[src/hw/rtl/dcal_pkg.sv]
`timescale 1ns / 1ps
// ----------------------------------------------------------------------------
// dcal_pkg
// Shared types and constants for dark-channel atmospheric light estimation.
// ----------------------------------------------------------------------------
package dcal_pkg;
    localparam int FIELD_BITS = 16;
    localparam int COUNT_BITS = 9;

    typedef struct packed {
        logic insert;      // shift-insert the input pixel into the ranking
        logic count;       // bump the pixel count
        logic ovf_set;     // mark overflow
        logic sum_start;   // begin accumulation, latch K
        logic sum_step;    // add one ranked entry to the sum
        logic div_start;   // begin division
        logic div_step;    // one quotient bit
        logic clear;       // clear frame state
    } dcal_cmd_t;

    typedef struct packed {
        logic full;        // pixel count at limit
        logic sum_done;    // last entry summed
        logic div_done;    // last quotient bit formed
    } dcal_sts_t;
endpackage

[src/hw/rtl/dcal_ctrl.sv]
`timescale 1ns / 1ps
// ----------------------------------------------------------------------------
// dcal_ctrl
// Frame controller: insert, sum, divide, present result, clear.
// ----------------------------------------------------------------------------
module dcal_ctrl (
    input  logic                 clk,
    input  logic                 rst_n,
    input  logic                 in_valid,
    input  logic                 in_last,
    output logic                 in_ready,
    output logic                 out_valid,
    input  logic                 out_ready,
    output dcal_pkg::dcal_cmd_t  cmd,
    input  dcal_pkg::dcal_sts_t  sts
);
    import dcal_pkg::*;

    localparam logic [2:0] S_IDLE = 3'd0;
    localparam logic [2:0] S_SUM  = 3'd1;
    localparam logic [2:0] S_DIV0 = 3'd2;
    localparam logic [2:0] S_DIV  = 3'd3;
    localparam logic [2:0] S_OUT  = 3'd4;
    localparam logic [2:0] S_LOAD = 3'd5;

    logic [2:0] state_reg, state_next;
    logic       take;

    assign in_ready  = (state_reg == S_IDLE);
    assign out_valid = (state_reg == S_OUT);
    assign take      = in_valid && in_ready;

    always_comb
    begin
        cmd        = '0;
        state_next = state_reg;
        case (state_reg)
            S_IDLE:
            begin
                if (take)
                begin
                    cmd.insert  = !sts.full;
                    cmd.count   = !sts.full;
                    cmd.ovf_set = sts.full;
                    if (in_last)
                        state_next = S_SUM;
                end
            end
            S_SUM:
            begin
                cmd.sum_start = 1'b1;
                state_next    = S_DIV0;
            end
            S_DIV0:
            begin
                cmd.sum_step = 1'b1;
                if (sts.sum_done)
                    state_next = S_LOAD;
            end
            S_LOAD:
            begin
                cmd.div_start = 1'b1;
                state_next    = S_DIV;
            end
            S_DIV:
            begin
                cmd.div_step = 1'b1;
                if (sts.div_done)
                    state_next = S_OUT;
            end
            S_OUT:
            begin
                if (out_ready)
                begin
                    cmd.clear  = 1'b1;
                    state_next = S_IDLE;
                end
            end
            default: state_next = S_IDLE;
        endcase
    end

    always_ff @(posedge clk or negedge rst_n)
    begin
        if (!rst_n)
            state_reg <= S_IDLE;
        else
            state_reg <= state_next;
    end
endmodule

[config.mk]
export PLATFORM = sky130hd
export DESIGN_NAME = dcal_ctrl
export DESIGN_NICKNAME = d
export VERILOG_FILES = /design/src/hw/rtl/dcal_pkg.sv /design/src/hw/rtl/dcal_ctrl.sv
export SDC_FILE = /design/constraint.sdc
export NUM_CORES = 1
export LEC_CHECK = 0
export ABC_AREA = 1
export CAP_MARGIN = 20
export CELL_PAD_IN_SITES_DETAIL_PLACEMENT = 1
export CELL_PAD_IN_SITES_GLOBAL_PLACEMENT = 1
export CORE_AREA = 2 2 39 41
export CTS_BUF_LIST = sky130_fd_sc_hd__clkbuf_2 sky130_fd_sc_hd__clkbuf_4 sky130_fd_sc_hd__clkbuf_8
export CTS_CLUSTER_DIAMETER = 30
export DETAILED_ROUTE_END_ITERATION = 10
export DIE_AREA = 0 0 41 43
export DONT_BUFFER_PORTS = 1
export PLACE_DENSITY_LB_ADDON = 0.1
export SLEW_MARGIN = 20
export SYNTH_ARGS = -nofsm -noshare
export SYNTH_HDL_FRONTEND = slang
export SYNTH_SLANG_ARGS = --single-unit
[constraint.sdc]
create_clock -name clk -period 2.2 [get_ports clk]
set_input_delay 0.22 -clock clk [delete_from_list [all_inputs] [get_ports clk]]
set_output_delay 0.22 -clock clk [all_outputs]
set_load 0.01 [all_outputs]
### After elaboration in Yosys (flattened, before gate mapping)

Index checks and enable logic that the tools add are counted.
Widths: inputs -> output; s select.

| cells by class | value |
|---|---|
| eq/ne operators | 10 |
| reduce and logical (&&, ||, !) cells | 4 |
| multiplexer cells | 14 |

Operator list:

| cell | number |
|---|---|
| $mux 3 | 7 |
| $pmux 3 s6 | 1 |
| $eq 3x2->1 const B | 2 |
| $eq 3x3->1 const B | 2 |
| $mux 1 | 6 |
| $ne 2x2->1 const B | 3 |
| $reduce_and 5->1 | 1 |
| $ne 2x1->1 const B | 2 |
| $eq 3x1->1 const B | 1 |
| $logic_not 3->1 | 1 |
| $logic_and 1x1->1 | 1 |
| $logic_not 1->1 | 1 |

| storage, ports and cells | value |
|---|---|
| word-level logic and storage cells | 29 |
| bits in registers | 3 |

### Longest topological paths before layout

| logic depth | value |
|---|---|
| depth in word-level cells | 4 |
| gate-level depth with buffers | 8 |
| mapped depth without buffers | 7 |

### Worst setup path after synthesis

OpenSTA, ideal clock, no wires.

| timing | value |
|---|---|
| kind | register to output |
| from | register state_reg[0] |
| to | output cmd[7] (netlist bit) |
| arrival time | 1.201 ns |
| stages on the path, launching flop included | 6 |
| slack | 0.779 ns |
| required time | 1.980 ns |
| buffers on the path | 2 |
| cells stage by stage | dfrtp_1 -> buf_6 -> nor2_2 -> nand2_1 -> nor3_1 -> buf_4 |

RTL lines:

| item | RTL line | source |
|---|---|---|
| start, declared | dcal_ctrl.sv:26 | `logic [2:0] state_reg, state_next;` |
| start signal, assigned | dcal_ctrl.sv:88 | `state_reg <= state_next;` |
| end, declared | dcal_ctrl.sv:14 | `output dcal_pkg::dcal_cmd_t cmd,` |

### Worst setup path in the final report

| timing | value |
|---|---|
| from | register state_reg[0] |
| to | output cmd[7] (netlist bit) |

| on the way | value |
|---|---|
| longest elaborated chain between the ends | 4 |

Ends and longest elaborated chain:

| item | RTL line | source |
|---|---|---|
| $logic_not 3->1 (*) | dcal_ctrl.sv:29, dcal_ctrl.sv:37 |  |
| $logic_and 1x1->1 | dcal_ctrl.sv:31 | `assign take = in_valid && in_ready;` |
| $mux 3 | dcal_ctrl.sv:40 | `if (take)` |
| $mux 3 (*) | dcal_ctrl.sv:37 | `case (state_reg)` |

Every way passes the cells marked *; elsewhere a longest branch is shown, timed or not.

==> reports/qor.yml <==
ys_seq_area_frac: 0.293
rows: 14
cts_root_buffer: "clkbuf_4"
post_drt_wl_per_cell_um: 11.8
diodes: 0
largest_register_ffs: 3
cts_tree: "yes"
place.gp.congestion: 0.644
clock_latency_ns: 0.24
setup_tns_ns: 0
first_global_vias: 283
hpwl_um: 570
finalMaxSlewViolations: 0
syn_area_um2: 256
rsz0062_at_grt: "no"
powerDensity_nw_per_um2: 1500
via_per_inst: 4.34
core-area_um2: 1380
worst_slew_pin_slew_ns: 0.638
postRouteAntennaNets: 0
synth-warning-count: 0
fin_crit_sh: 0.771
cp-end-kind: "primary output"
cts_setup_buffers: 0
synth.most_common_cell: "nand2_1"
synth.area.top_cells: "dfrtp_1, nand2_1, nor2_2"
cp_slowest_stage_delay_ns: 0.51
final_util: 0.215
fmax_mhz: 590
grt_usage: 0.0992
htreeDepth: 1
path_clk_slew_ns: 0.04
peakVddDrop_v: 0.000301
path_cells: "nor2_2 -> nand2_1 -> nor3_1"
drt_iter0_markers: 3
drc: 0
die_h_um: 43
portBuffers: 0
final_layout_size_suffix_gt1_frac: 0.256
fin_crit_ns: 1.70
synth_edf_count: 0
leakagePower_uw: 0.000164
setup_viol: 0
fin_ws_ns: 0.505
die-area_um2: 1760
dp_slack_ns: 0.750
crit_type: "reg -> out"
cts-buffers-inserted: 3
synthFlopType: "dfrtp_1"
status: "finished, final reports clean"
antenna_found_initial: 0
cts.sinks: 3
min_path_type: "in -> reg"
wl_um: 695
first_pass_iters: 2
yosysTopAreaCell: "dfrtp_1"
synthCells: 40
cts_buffer_depth: 2
skew_ns: 0.000649
grt_max_degree: 9
crit_fanout: 8
synth_commonest_cells: "nand2_1, inv_1, nand3_1, nor2_2"
start_util: 0.185
crit_required_ns: 1.98
syn_to_final_growth_pct: 16.1
ys_types: 14
cap_violations: 0
synth_top_area_share: 0.293
gr-total-overflow: 0
syn_avg_cell_area_um2: 6.41
synth_nets: 48
cpMaxStageDelayCell: "nor3_1"
grt_pass1_wl_mm: 1.15
final-hold-violation-count: 0
ys_ff_latch: 3
relSlewSlack: 0.571
cp-start-kind: "register"
nets: 52
die_w_um: 41
boundaryPins: 18
num_vias: 256
cp.arrival_ns: 1.48
fillCellCount: 190
ys_async_sr_fraction: 1.00
==> logic make-up after synthesis <==
family,count (synthesis),synth area share
AOI/OAI and AO/OA,1,0.0293
DFF,3,0.293
and+or+nand+nor,26,0.488
buffers and inverters,10,0.190
==> worst max-delay path, delay by kind of cell, from the launching register on <==
kind / cells / cell delay, ns
simple gates: 3 / 0.77
flops: 1 / 0.46
==> report_power, final <==
group / internal, uW / switching [uW] / total (uW)
Sequential: 80.5 / 51.9 / 132
Clock: 80.4 / 30.9 / 111
Combinational: 63.3 / 141 / 204
==> routing by layer <==
layer  global-route usage  up-vias  routed length, um
li1                     -      126                  -
met2                0.153       10                352
met5                    0        -                  0
met1                0.102      118                296
met3               0.0157        2                 30
met4                0.100        0                 17
==> path summary, 6_finish.rpt <==
check                             start            to  slack [ns]  cells past startpoint
max                        state_reg[0]        cmd[7]        0.50                      3
min                              sts[0]  state_reg[0]        0.19                      3
max reg2reg                state_reg[0]  state_reg[2]        0.99                      7
min reg2reg                state_reg[1]  state_reg[2]        0.71                      3
max in group asynchronous         rst_n  state_reg[1]        1.82                      1
min in group asynchronous         rst_n  state_reg[0]        0.24                      1
==> layout make-up <==
type	count	area, um2	area share
Inverter	8	30.0	0.101
Multi-Input combinational cell	27	133	0.445
Clock buffer	4	30.0	0.101
Sequential cell	3	75.1	0.252
Tap cell	16	20.0	0.0672
Timing Repair Buffer	1	10.0	0.0336
==> layout by cell type, fill, tap and decap left out, drive strengths merged <==
cell type	count
nor2	6
nand2	11
nor3b	1
nand3	4
nor4	1
clkbuf	4
o21bai	1
nor3	3
inv	8
dlygate4sd3	1
dfrtp	3
==> stage by stage <==
| step | hold slack, ns | power (uW) | cell area (um2) | std cells |
|---|---|---|---|---|
| floorplan | -0.0756 | 318 | 256 | 40 |
| global placement | -0.0755 | 341 | 258 | 54 |
| detailed placement | -0.0755 | 343 | 258 | 54 |
| CTS | 0.185 | 462 | 298 | 59 |
| global route | 0.223 | 501 | 298 | 59 |
| finish | 0.193 | 448 | 298 | 59 |
==> what timing repair did <==
item	4_1_cts	5_1_grt
hold buffers	1	0
endpoints found under the hold margin	3	0
resized for setup	0	0
(Power assumes the default switching activity.)
